--- src/hdl/mrp_pkg.sv ---
// shared constants and types for the meter record parser
`default_nettype none

package mrp_pkg;

  // configuration port
  localparam int ADDR_W = 3;
  localparam int DATA_W = 32;
  localparam logic [ADDR_W-3:0] REG_CHECKSUM_MODE = '0;

  // parameter defaults
  localparam int MAX_RECORD_BYTES_DEF = 30;
  localparam int MAX_VALUE_DIGITS_DEF = 12;

  // field widths
  localparam int BYTE_W   = 8;
  localparam int CLASS_W  = 4;
  localparam int NUMBER_W = 40;
  localparam int TEXT_W   = 64;
  localparam int COUNT_W  = 4;
  localparam int PEAK_W   = 10;
  localparam int SUM_W    = 6;
  localparam int HEAD_W   = 32;

  // characters
  localparam logic [7:0] CH_LF  = 8'h0A;
  localparam logic [7:0] CH_CR  = 8'h0D;
  localparam logic [7:0] CH_SP  = 8'h20;
  localparam logic [7:0] CH_STX = 8'h02;
  localparam logic [7:0] CH_ETX = 8'h03;
  localparam logic [7:0] SUM_OFFSET = 8'h20;
  localparam logic [7:0] DIGIT_ZERO = 8'd48;
  localparam logic [7:0] DIGIT_NINE = 8'd57;
  localparam logic [PEAK_W-1:0] PEAK_LIMIT = 10'd999;

  // label classes
  localparam logic [CLASS_W-1:0] LBL_INVALID  = 4'd0;
  localparam logic [CLASS_W-1:0] LBL_ADCO     = 4'd1;
  localparam logic [CLASS_W-1:0] LBL_IINST    = 4'd2;
  localparam logic [CLASS_W-1:0] LBL_IMAX     = 4'd3;
  localparam logic [CLASS_W-1:0] LBL_ISOUSC   = 4'd4;
  localparam logic [CLASS_W-1:0] LBL_OPTARIF  = 4'd5;
  localparam logic [CLASS_W-1:0] LBL_HCHC     = 4'd6;
  localparam logic [CLASS_W-1:0] LBL_HCHP     = 4'd7;
  localparam logic [CLASS_W-1:0] LBL_HHPHC    = 4'd8;
  localparam logic [CLASS_W-1:0] LBL_PTEC     = 4'd9;
  localparam logic [CLASS_W-1:0] LBL_PAPP     = 4'd10;
  localparam logic [CLASS_W-1:0] LBL_MOTDETAT = 4'd11;

  typedef enum logic [4:0] {
    PH_IDLE  = 5'b00001,
    PH_LABEL = 5'b00010,
    PH_VALUE = 5'b00100,
    PH_GAP   = 5'b01000,
    PH_CHECK = 5'b10000
  } phase_t;

  // input register contents handed to the record logic
  typedef struct packed {
    logic              valid;
    logic [BYTE_W-1:0] data;
  } byte_stage_t;

endpackage

`default_nettype wire

--- src/hdl/mrp_ifs.sv ---
// byte and record channel interfaces
`default_nettype none

interface mrp_byte_if;
  logic                       valid;
  logic                       ready;
  logic [mrp_pkg::BYTE_W-1:0] rx_byte;

  modport source (output valid, output rx_byte, input ready);
  modport sink   (input valid, input rx_byte, output ready);
endinterface

interface mrp_record_if;
  logic                         valid;
  logic                         ready;
  logic [mrp_pkg::CLASS_W-1:0]  label_class;
  logic                         checksum_ok;
  logic                         malformed;
  logic [mrp_pkg::NUMBER_W-1:0] value_number;
  logic                         value_numeric;
  logic [mrp_pkg::TEXT_W-1:0]   value_text;
  logic [mrp_pkg::COUNT_W-1:0]  value_count;
  logic [mrp_pkg::PEAK_W-1:0]   current_peak;

  modport source (output valid, output label_class, output checksum_ok, output malformed,
                  output value_number, output value_numeric, output value_text,
                  output value_count, output current_peak, input ready);
  modport sink   (input valid, input label_class, input checksum_ok, input malformed,
                  input value_number, input value_numeric, input value_text,
                  input value_count, input current_peak, output ready);
endinterface

`default_nettype wire

--- src/hdl/mrp_cfg_regs.sv ---
// apb configuration register: checksum mode
`default_nettype none

module mrp_cfg_regs (
  input  wire logic                       clk,
  input  wire logic                       rst,
  input  wire logic                       psel,
  input  wire logic                       penable,
  input  wire logic                       pwrite,
  input  wire logic [mrp_pkg::ADDR_W-1:0] paddr,
  input  wire logic [mrp_pkg::DATA_W-1:0] pwdata,
  output logic      [mrp_pkg::DATA_W-1:0] prdata,
  output logic                            pready,
  output logic                            checksum_mode
);

  logic [mrp_pkg::ADDR_W-3:0] reg_index;
  logic                       wr_en;

  assign pready    = 1'b1;
  assign reg_index = paddr[mrp_pkg::ADDR_W-1:2];
  assign wr_en     = psel && penable && pwrite && pready;

  always_ff @(posedge clk) begin
    if (rst) begin
      checksum_mode <= 1'b0;
    end else if (wr_en && (reg_index == mrp_pkg::REG_CHECKSUM_MODE)) begin
      checksum_mode <= pwdata[0];
    end
  end

  always_comb begin
    prdata = '0;
    if (reg_index == mrp_pkg::REG_CHECKSUM_MODE) begin
      prdata[0] = checksum_mode;
    end
  end

endmodule

`default_nettype wire

--- src/hdl/mrp_byte_stage.sv ---
// input register for received bytes
`default_nettype none

module mrp_byte_stage (
  input  wire logic                 clk,
  input  wire logic                 rst,
  mrp_byte_if.sink                  bytes,
  input  wire logic                 advance,
  output mrp_pkg::byte_stage_t      stage
);

  logic                       held;
  logic [mrp_pkg::BYTE_W-1:0] data;

  // empty or draining this cycle
  assign bytes.ready = !held || advance;
  assign stage.valid = held;
  assign stage.data  = data;

  always_ff @(posedge clk) begin
    if (rst) begin
      held <= 1'b0;
    end else if (bytes.ready) begin
      held <= bytes.valid;
    end
  end

  always_ff @(posedge clk) begin
    if (bytes.ready && bytes.valid) begin
      data <= bytes.rx_byte;
    end
  end

endmodule

`default_nettype wire

--- src/hdl/mrp_record_fsm.sv ---
// record state, checksum and result register
`default_nettype none

module mrp_record_fsm #(
  parameter int MAX_RECORD_BYTES = mrp_pkg::MAX_RECORD_BYTES_DEF,
  parameter int MAX_VALUE_DIGITS = mrp_pkg::MAX_VALUE_DIGITS_DEF
) (
  input  wire logic                 clk,
  input  wire logic                 rst,
  input  wire logic                 checksum_mode,
  input  wire mrp_pkg::byte_stage_t stage,
  output logic                      advance,
  mrp_record_if.source              records
);

  localparam int RL_W = $clog2(MAX_RECORD_BYTES + 1);
  localparam logic [RL_W-1:0] RL_MAX = RL_W'(MAX_RECORD_BYTES);
  localparam logic [mrp_pkg::COUNT_W-1:0] VL_MAX = mrp_pkg::COUNT_W'(MAX_VALUE_DIGITS);

  mrp_pkg::phase_t                phase, phase_next;
  logic [mrp_pkg::SUM_W-1:0]      running_sum, running_sum_next;
  logic [mrp_pkg::HEAD_W-1:0]     label_head, label_head_next;
  logic [3:0]                     label_count, label_count_next;
  logic [mrp_pkg::NUMBER_W-1:0]   value_accum, value_accum_next;
  logic [mrp_pkg::TEXT_W-1:0]     value_chars, value_chars_next;
  logic [mrp_pkg::COUNT_W-1:0]    value_len, value_len_next;
  logic                           digits_only, digits_only_next;
  logic [7:0]                     check_char, check_char_next;
  logic [RL_W-1:0]                record_len, record_len_next;
  logic                           bad_record, bad_record_next;
  logic [mrp_pkg::PEAK_W-1:0]     peak_current, peak_current_next;

  logic [7:0]                     b;
  logic                           is_cr;
  logic                           emit;
  logic                           res_ok, res_bad, res_numeric;
  logic [mrp_pkg::CLASS_W-1:0]    res_class;
  logic [mrp_pkg::NUMBER_W-1:0]   res_number;
  logic [mrp_pkg::PEAK_W-1:0]     cur;
  mrp_pkg::phase_t                ph;

  function automatic logic [mrp_pkg::CLASS_W-1:0] classify(
    input logic [mrp_pkg::HEAD_W-1:0] head
  );
    logic [7:0] c0, c1, c3;
    logic [mrp_pkg::CLASS_W-1:0] cls;
    c0  = head[7:0];
    c1  = head[15:8];
    c3  = head[31:24];
    cls = mrp_pkg::LBL_INVALID;
    case (c0)
      "A": cls = mrp_pkg::LBL_ADCO;
      "I": begin
        if (c1 == "I") cls = mrp_pkg::LBL_IINST;
        else if (c1 == "M") cls = mrp_pkg::LBL_IMAX;
        else if (c1 == "S") cls = mrp_pkg::LBL_ISOUSC;
      end
      "O": cls = mrp_pkg::LBL_OPTARIF;
      "H": begin
        if (c3 == "C") cls = mrp_pkg::LBL_HCHC;
        else if (c3 == "P") cls = mrp_pkg::LBL_HCHP;
        else if (c3 == "H") cls = mrp_pkg::LBL_HHPHC;
      end
      "P": begin
        if (c1 == "T") cls = mrp_pkg::LBL_PTEC;
        else if (c1 == "A") cls = mrp_pkg::LBL_PAPP;
      end
      "M": cls = mrp_pkg::LBL_MOTDETAT;
      default: cls = mrp_pkg::LBL_INVALID;
    endcase
    return cls;
  endfunction

  assign b     = stage.data;
  assign is_cr = (b == mrp_pkg::CH_CR);
  // a record result needs the output register free
  assign advance = stage.valid && (!is_cr || !records.valid || records.ready);
  assign emit    = advance && is_cr;

  // record close
  always_comb begin
    res_bad = bad_record;
    if ((phase != mrp_pkg::PH_CHECK) || (label_count == '0) || (value_len == '0)) begin
      res_bad = 1'b1;
    end
    if (record_len >= RL_MAX) begin
      res_bad = 1'b1;
    end
    res_ok      = (phase == mrp_pkg::PH_CHECK) &&
                  (check_char == ({2'b00, running_sum} + mrp_pkg::SUM_OFFSET));
    res_class   = classify(label_head);
    res_numeric = (value_len != '0) && digits_only;
    res_number  = res_numeric ? value_accum : '0;
    cur = (res_number > mrp_pkg::NUMBER_W'(mrp_pkg::PEAK_LIMIT)) ?
          mrp_pkg::PEAK_LIMIT : res_number[mrp_pkg::PEAK_W-1:0];
    peak_current_next = peak_current;
    if ((res_class == mrp_pkg::LBL_IINST) && res_ok && !res_bad && res_numeric &&
        (cur > peak_current)) begin
      peak_current_next = cur;
    end
  end

  // per-byte record update
  always_comb begin
    phase_next       = phase;
    running_sum_next = running_sum;
    label_head_next  = label_head;
    label_count_next = label_count;
    value_accum_next = value_accum;
    value_chars_next = value_chars;
    value_len_next   = value_len;
    digits_only_next = digits_only;
    check_char_next  = check_char;
    record_len_next  = record_len;
    bad_record_next  = bad_record;
    ph               = phase;

    if ((b == mrp_pkg::CH_STX) || (b == mrp_pkg::CH_ETX)) begin
      // framing bytes leave the record untouched
    end else if ((b == mrp_pkg::CH_LF) || is_cr) begin
      phase_next       = is_cr ? mrp_pkg::PH_IDLE : mrp_pkg::PH_LABEL;
      running_sum_next = '0;
      label_head_next  = '0;
      label_count_next = '0;
      value_accum_next = '0;
      value_chars_next = '0;
      value_len_next   = '0;
      digits_only_next = 1'b1;
      check_char_next  = '0;
      record_len_next  = is_cr ? '0 : RL_W'(1);
      bad_record_next  = 1'b0;
    end else begin
      // no leading line feed: start a flagged record
      if (phase == mrp_pkg::PH_IDLE) begin
        ph              = mrp_pkg::PH_LABEL;
        bad_record_next = 1'b1;
      end
      phase_next = ph;
      if (record_len < RL_MAX) begin
        record_len_next = record_len + RL_W'(1);
      end else begin
        bad_record_next = 1'b1;
      end
      unique case (ph)
        mrp_pkg::PH_LABEL: begin
          running_sum_next = running_sum + b[mrp_pkg::SUM_W-1:0];
          if (b == mrp_pkg::CH_SP) begin
            phase_next = mrp_pkg::PH_VALUE;
          end else begin
            if (label_count < 4'd4) begin
              label_head_next[8*label_count[1:0] +: 8] = b;
            end
            if (label_count != 4'd15) begin
              label_count_next = label_count + 4'd1;
            end
          end
        end
        mrp_pkg::PH_VALUE: begin
          if (b == mrp_pkg::CH_SP) begin
            if (checksum_mode) begin
              running_sum_next = running_sum + b[mrp_pkg::SUM_W-1:0];
            end
            phase_next = mrp_pkg::PH_GAP;
          end else begin
            running_sum_next = running_sum + b[mrp_pkg::SUM_W-1:0];
            if (value_len >= VL_MAX) begin
              bad_record_next = 1'b1;
            end else begin
              if ((b >= mrp_pkg::DIGIT_ZERO) && (b <= mrp_pkg::DIGIT_NINE)) begin
                value_accum_next = (value_accum << 3) + (value_accum << 1) +
                                   mrp_pkg::NUMBER_W'(b - mrp_pkg::DIGIT_ZERO);
              end else begin
                digits_only_next = 1'b0;
              end
              if (value_len < 4'd8) begin
                value_chars_next[8*value_len[2:0] +: 8] = b;
              end
              value_len_next = value_len + 4'd1;
            end
          end
        end
        mrp_pkg::PH_GAP, mrp_pkg::PH_CHECK: begin
          check_char_next = b;
          phase_next      = mrp_pkg::PH_CHECK;
        end
        default: begin
          phase_next = mrp_pkg::PH_IDLE;
        end
      endcase
    end
  end

  always_ff @(posedge clk) begin
    if (rst) begin
      phase        <= mrp_pkg::PH_IDLE;
      running_sum  <= '0;
      label_head   <= '0;
      label_count  <= '0;
      value_accum  <= '0;
      value_chars  <= '0;
      value_len    <= '0;
      digits_only  <= 1'b1;
      check_char   <= '0;
      record_len   <= '0;
      bad_record   <= 1'b0;
      peak_current <= '0;
    end else if (advance) begin
      phase        <= phase_next;
      running_sum  <= running_sum_next;
      label_head   <= label_head_next;
      label_count  <= label_count_next;
      value_accum  <= value_accum_next;
      value_chars  <= value_chars_next;
      value_len    <= value_len_next;
      digits_only  <= digits_only_next;
      check_char   <= check_char_next;
      record_len   <= record_len_next;
      bad_record   <= bad_record_next;
      if (is_cr) begin
        peak_current <= peak_current_next;
      end
    end
  end

  // result register
  always_ff @(posedge clk) begin
    if (rst) begin
      records.valid <= 1'b0;
    end else if (emit) begin
      records.valid <= 1'b1;
    end else if (records.ready) begin
      records.valid <= 1'b0;
    end
  end

  always_ff @(posedge clk) begin
    if (emit) begin
      records.label_class   <= res_class;
      records.checksum_ok   <= res_ok;
      records.malformed     <= res_bad;
      records.value_number  <= res_number;
      records.value_numeric <= res_numeric;
      records.value_text    <= value_chars;
      records.value_count   <= value_len;
      records.current_peak  <= peak_current_next;
    end
  end

endmodule

`default_nettype wire

--- src/hdl/meter_record_parser.sv ---
// meter record parser top level
//
// bytes: one received character per request (valid/ready); STX and ETX are
//   dropped, LF opens a record, CR closes it and yields exactly one request
//   on records carrying label class, checksum verdict, malformed flag, the
//   value as number and text, its length and the peak instantaneous current.
// apb: register 0 bit 0 selects whether the second space enters the sum;
//   write it only while no byte is in flight.
// order: a byte is held in the input register; its record update is
//   registered in the state registers, and a CR's result in the result
//   register, when the byte leaves the input register.
// throughput: one byte per cycle while no CR waits for the output register;
//   the update is combinational between input, state and result registers.
// stall: a waiting result holds the output register; bytes other than CR
//   keep flowing, a CR waits in the input register until the result is taken.
// reset: clears the record state, the checksum mode and the current peak.
`default_nettype none

module meter_record_parser #(
  parameter int MAX_RECORD_BYTES = mrp_pkg::MAX_RECORD_BYTES_DEF,
  parameter int MAX_VALUE_DIGITS = mrp_pkg::MAX_VALUE_DIGITS_DEF
) (
  input  wire logic                       clk,
  input  wire logic                       rst,
  mrp_byte_if.sink                        bytes,
  mrp_record_if.source                    records,
  input  wire logic                       psel,
  input  wire logic                       penable,
  input  wire logic                       pwrite,
  input  wire logic [mrp_pkg::ADDR_W-1:0] paddr,
  input  wire logic [mrp_pkg::DATA_W-1:0] pwdata,
  output logic      [mrp_pkg::DATA_W-1:0] prdata,
  output logic                            pready
);

  logic                 checksum_mode;
  logic                 advance;
  mrp_pkg::byte_stage_t stage;

  mrp_cfg_regs u_cfg (
    .clk           (clk),
    .rst           (rst),
    .psel          (psel),
    .penable       (penable),
    .pwrite        (pwrite),
    .paddr         (paddr),
    .pwdata        (pwdata),
    .prdata        (prdata),
    .pready        (pready),
    .checksum_mode (checksum_mode)
  );

  mrp_byte_stage u_stage (
    .clk     (clk),
    .rst     (rst),
    .bytes   (bytes),
    .advance (advance),
    .stage   (stage)
  );

  mrp_record_fsm #(
    .MAX_RECORD_BYTES (MAX_RECORD_BYTES),
    .MAX_VALUE_DIGITS (MAX_VALUE_DIGITS)
  ) u_fsm (
    .clk           (clk),
    .rst           (rst),
    .checksum_mode (checksum_mode),
    .stage         (stage),
    .advance       (advance),
    .records       (records)
  );

  // an empty input register always takes a request
  a_ready_when_empty: assert property (@(posedge clk) disable iff (rst)
    !stage.valid |-> bytes.ready)
    else $error("input register empty but not ready");

  // the state only moves on a held byte
  a_advance_needs_byte: assert property (@(posedge clk) disable iff (rst)
    advance |-> stage.valid)
    else $error("record update without a byte");

  // a new result only follows a byte that was processed
  a_result_from_byte: assert property (@(posedge clk) disable iff (rst)
    $rose(records.valid) |-> $past(advance))
    else $error("result appeared without a processed byte");

  // peak stays within the saturation limit
  a_peak_limit: assert property (@(posedge clk) disable iff (rst)
    records.valid |-> (records.current_peak <= mrp_pkg::PEAK_LIMIT))
    else $error("current peak above limit");

endmodule

`default_nettype wire
--- src/flat_wrapper.sv ---
// flat-port wrapper written by rule: the top's interface ports become plain ports
module meter_record_parser_flat 
#(
  parameter int MAX_RECORD_BYTES = mrp_pkg::MAX_RECORD_BYTES_DEF,
  parameter int MAX_VALUE_DIGITS = mrp_pkg::MAX_VALUE_DIGITS_DEF
)
  (clk, rst, psel, penable, pwrite, paddr, pwdata, prdata, pready, bytes_valid, bytes_rx_byte, bytes_ready, records_valid, records_label_class, records_checksum_ok, records_malformed, records_value_number, records_value_numeric, records_value_text, records_value_count, records_current_peak, records_ready);
  mrp_byte_if bytes_i ();
  mrp_record_if records_i ();
  input  wire logic clk;
  input  wire logic rst;
  input  wire logic psel;
  input  wire logic penable;
  input  wire logic pwrite;
  input  wire logic [mrp_pkg::ADDR_W-1:0] paddr;
  input  wire logic [mrp_pkg::DATA_W-1:0] pwdata;
  output logic      [mrp_pkg::DATA_W-1:0] prdata;
  output logic pready;
  input wire logic [$bits(bytes_i.valid)-1:0] bytes_valid;
  input wire logic [$bits(bytes_i.rx_byte)-1:0] bytes_rx_byte;
  output wire logic [$bits(bytes_i.ready)-1:0] bytes_ready;
  output wire logic [$bits(records_i.valid)-1:0] records_valid;
  output wire logic [$bits(records_i.label_class)-1:0] records_label_class;
  output wire logic [$bits(records_i.checksum_ok)-1:0] records_checksum_ok;
  output wire logic [$bits(records_i.malformed)-1:0] records_malformed;
  output wire logic [$bits(records_i.value_number)-1:0] records_value_number;
  output wire logic [$bits(records_i.value_numeric)-1:0] records_value_numeric;
  output wire logic [$bits(records_i.value_text)-1:0] records_value_text;
  output wire logic [$bits(records_i.value_count)-1:0] records_value_count;
  output wire logic [$bits(records_i.current_peak)-1:0] records_current_peak;
  input wire logic [$bits(records_i.ready)-1:0] records_ready;
  assign bytes_i.valid = bytes_valid;
  assign bytes_i.rx_byte = bytes_rx_byte;
  assign bytes_ready = bytes_i.ready;
  assign records_valid = records_i.valid;
  assign records_label_class = records_i.label_class;
  assign records_checksum_ok = records_i.checksum_ok;
  assign records_malformed = records_i.malformed;
  assign records_value_number = records_i.value_number;
  assign records_value_numeric = records_i.value_numeric;
  assign records_value_text = records_i.value_text;
  assign records_value_count = records_i.value_count;
  assign records_current_peak = records_i.current_peak;
  assign records_i.ready = records_ready;
  meter_record_parser #(.MAX_RECORD_BYTES(MAX_RECORD_BYTES), .MAX_VALUE_DIGITS(MAX_VALUE_DIGITS)) u_core (.clk(clk), .rst(rst), .bytes(bytes_i), .records(records_i), .psel(psel), .penable(penable), .pwrite(pwrite), .paddr(paddr), .pwdata(pwdata), .prdata(prdata), .pready(pready));
endmodule
--- config.mk ---
export PLATFORM = sky130hd
export DESIGN_NAME = meter_record_parser_flat
export DESIGN_NICKNAME = d
export VERILOG_FILES = /design/src/hdl/mrp_pkg.sv /design/src/hdl/mrp_ifs.sv /design/src/hdl/mrp_cfg_regs.sv /design/src/hdl/mrp_byte_stage.sv /design/src/hdl/mrp_record_fsm.sv /design/src/hdl/meter_record_parser.sv /design/src/flat_wrapper.sv
export SDC_FILE = /design/constraint.sdc
export NUM_CORES = 1
export LEC_CHECK = 0
export BUFFER_PORTS_ARGS = -buffer_cell sky130_fd_sc_hd__buf_4
export CORE_MARGIN = 5
export CORE_UTILIZATION = 53
export DETAILED_ROUTE_END_ITERATION = 8
export PLACE_DENSITY = 0.81
export SLEW_MARGIN = 15
export SYNTH_ARGS = -nofsm -noshare
export SYNTH_HDL_FRONTEND = slang
export SYNTH_HIERARCHICAL = 1
export SYNTH_SLANG_ARGS = --single-unit
--- constraint.sdc ---
create_clock -name clk -period 8.7 [get_ports clk]
set_input_delay 1.305 -clock clk [delete_from_list [all_inputs] [get_ports clk]]
set_output_delay 1.305 -clock clk [all_outputs]
set_load 0.01 [all_outputs]
==> flow_summary.json <==
{
  "post_cts_resize_count": 0,
  "drive_gt1_frac": 0.134,
  "critPathRequiredTime_ns": 9.11,
  "cts.path.max_buffers": 3,
  "status": "finished, final reports clean",
  "routabilityCongestion": 0.911,
  "end_kind": "flop",
  "final-max-slew-violation-count": 0,
  "design.final.nets": 1791,
  "fillers": 2258,
  "yosys_warnings": 6,
  "cap_violations": 0,
  "top_level_ports": 210,
  "clk_pin_slew_worst_paths_ns": 0.07,
  "synthesis.area_um2": 15300,
  "synth.ff_latch_count": 308,
  "detailed_place.area_um2": 16500,
  "fmax_ghz": 0.180,
  "postLayoutCellArea_um2": 17600,
  "overflow_left_after_global_routing": 0,
  "start_util": 0.535,
  "worst_max_slew_pin_slew_ns": 1.12,
  "ant_nets": 0,
  "drt-initial-drc-count": 1166,
  "dr.pass1.iters": 6,
  "cts-htree-levels": 1,
  "grt_antenna_before_repair": 0,
  "wl_per_cell_um": 18.1,
  "mostFrequentLayoutCells": "sky130_fd_sc_hd__nor2_1 (185), sky130_fd_sc_hd__dfxtp_1 (175), sky130_fd_sc_hd__buf_4 (156)",
  "die_area_um2": 32400,
  "clk_root_buffer_cell": "sky130_fd_sc_hd__clkbuf_16",
  "mostFrequentLayoutCell": "sky130_fd_sc_hd__nor2_1",
  "timing.clock.skew_ns": 0.0111,
  "critical_path_class": "flop to flop",
  "hold_class": "flop to flop",
  "track_usage": 0.219,
  "flow.area_growth_from_synthesis_pct": 14.9,
  "die_w_um": 180,
  "worst_case_vdd_ir_drop_uv": 135,
  "tritoncts_sink_count": 308,
  "grt_setup_unrepaired": "no",
  "route.detailed.drc": 0,
  "wire_length_of_the_first_global_routing_pass_um": 59700,
  "routed_wl_um": 37000,
  "dieHeight_um": 180,
  "dp_hpwl_um": 25300,
  "final.period_utilization": 0.640,
  "yosysSeqAreaShare": 0.490,
  "max-slew-margin-rel": 0.252,
  "row_count": 62,
  "buffer_ports.inserted": 144,
  "dominantRegCellSynth": "sky130_fd_sc_hd__dfxtp_1",
  "synth-edff-count": 133,
  "synth-async-reset-ratio": 0,
  "grt_max_degree": 90,
  "hold_bufs_inserted_after_cts": 0,
  "detail_route.vias_per_cell": 5.86,
  "cts_made_buffers": 30,
  "power_per_cell_area_nw_per_um2": 177,
  "final_worst_path_period_need_ns": 5.57,
  "clk-insertion-delay-late_ns": 0.55,
  "syn-mean-instance-area_um2": 10.0,
  "postCtsSetupRepairBufs": 0,
  "timing.critical_path.arrival_ns": 5.97,
  "insertedDiodeCount": 0,
  "placeableCoreArea_um2": 28600,
  "yosysUniqueCellTypes": 77,
  "finish_stage_setup_viols": 0,
  "worst-path-max-fanout": 29,
  "synth_cells": 1528,
  "cellLeakagePower_nw": 6.92,
  "setup_tns_ns": 0,
  "worstSetupStartpointType": "flop",
  "final_hold_violation_count": 0,
  "cts_tree": "done",
  "grt_pass1_vias": 11600,
  "routed-via-count": 12000
}
registers in the layout (all words and copies together), names as in the netlist, 5 cells and up:
name and count:
u_core/u_fsm/value_accum 40, u_core/u_fsm/record_len 5, u_core/u_fsm/check_char 8, u_core/u_fsm/records.current_peak 10, u_core/u_fsm/running_sum 6, u_core/u_fsm/records.value_text 64
u_core/u_fsm/peak_current 10, u_core/u_fsm/phase 5, u_core/u_fsm/label_head 24, u_core/u_fsm/records.value_number 40, u_core/u_stage/data 8, u_core/u_fsm/value_chars 64
cell families (layout without fill, tap and decap cells):
group	after synthesis	count (layout)	synth area share
AOI/OAI and AO/OA	372	372	0.156
xor gates and xnor gates	52	52	0.0298
adders and majority gates	103	103	0.103
buffers and inverters	160	263	0.0507
DFF	308	308	0.490
muxes	6	6	0.00400
other	2	32	0.000491
and+or+nand+nor	525	525	0.166
worst paths after layout:
kind | startpoint | end | slack, ns | cells past startpoint
setup reg to reg | u_core/u_fsm/value_accum[18]$_SDFFE_PP0P_ | u_core/u_fsm/peak_current[0]$_SDFFE_PP0P_ | 3.13 | 13
hold / removal | u_core/u_fsm/value_chars[44]$_SDFFE_PP0P_ | u_core/u_fsm/records.value_text[44]$_DFFE_PP_ | 0.43 | 0
setup / recovery | u_core/u_fsm/value_accum[18]$_SDFFE_PP0P_ | u_core/u_fsm/peak_current[0]$_SDFFE_PP0P_ | 3.13 | 13
hold reg to reg | u_core/u_fsm/value_chars[44]$_SDFFE_PP0P_ | u_core/u_fsm/records.value_text[44]$_DFFE_PP_ | 0.43 | 0
routing by layer:
metal,global-route usage,share of wire,routed length (µm)
met5,0,0,0
met4,0.0695,0.029,1080
met3,0.0362,0.075,2770
met2,0.372,0.47,17500
met1,0.287,0.42,15600
power by group:
group | switching (mW) | internal, mW
registers | 0.0254 | 1.51
clock network | 0.556 | 0.867
logic | 0.103 | 0.0599
critical path, stage by stage, from the launching register on:
cell and delay, ns:
sky130_fd_sc_hd__dfxtp_1 0.38, sky130_fd_sc_hd__or4_1 0.54, sky130_fd_sc_hd__nor4_1 0.58, sky130_fd_sc_hd__o21ai_0 0.24, sky130_fd_sc_hd__o21ai_1 0.63, sky130_fd_sc_hd__nand2_1 0.21, sky130_fd_sc_hd__ha_1 0.35, sky130_fd_sc_hd__nand4_1 0.12
sky130_fd_sc_hd__o31ai_1 0.14, sky130_fd_sc_hd__nor4b_1 0.57, sky130_fd_sc_hd__o311a_1 0.85, sky130_fd_sc_hd__and2_1 0.48, sky130_fd_sc_hd__mux2i_1 0.24, sky130_fd_sc_hd__nor2_1 0.06
layout make-up:
class                   instances  area [µm²]  area share
well taps                     384         480      0.0273
flip-flops and latches        308        7500       0.426
clock inverters                19         287      0.0163
clock buffers                  36         805      0.0457
inverters                      52         195      0.0111
repair buffers                156        1170      0.0666
multi-input cells            1090        7160       0.407
cells in the mapped netlist (24+ instances only):
cell type | instances | area (µm²)
sky130_fd_sc_hd__nor2_1 | 185 | 694
sky130_fd_sc_hd__dfxtp_1 | 175 | 3500
sky130_fd_sc_hd__edfxtp_1 | 133 | 3990
sky130_fd_sc_hd__a21oi_1 | 117 | 586
sky130_fd_sc_hd__nand2_1 | 117 | 439
sky130_fd_sc_hd__a22oi_1 | 80 | 601
sky130_fd_sc_hd__ha_1 | 65 | 813
sky130_fd_sc_hd__o21ai_0 | 54 | 270
sky130_fd_sc_hd__inv_1 | 52 | 195
sky130_fd_sc_hd__clkbuf_1 | 51 | 191
sky130_fd_sc_hd__nand3_1 | 42 | 210
sky130_fd_sc_hd__and2_1 | 40 | 250
sky130_fd_sc_hd__fa_1 | 38 | 761
sky130_fd_sc_hd__buf_4 | 36 | 270
sky130_fd_sc_hd__xor2_1 | 27 | 236
sky130_fd_sc_hd__xnor2_1 | 25 | 219
sky130_fd_sc_hd__a21o_1 | 24 | 180
through the flow:
stage	worst slack (ns)	util	hold slack, ns	power (mW)	cells
2_1_floorplan	2.15	-	0.403	1.69	1558
3_3_place_gp	3.45	0.577	0.413	1.72	1990
3_5_place_dp	3.23	0.577	0.415	1.72	1990
4_1_cts	3.11	0.615	0.431	3.13	2045
5_1_grt	2.80	0.615	0.434	3.22	2045
6_report	3.13	0.615	0.433	3.12	2045
Note: power is estimated with default switching activity, not from simulation.
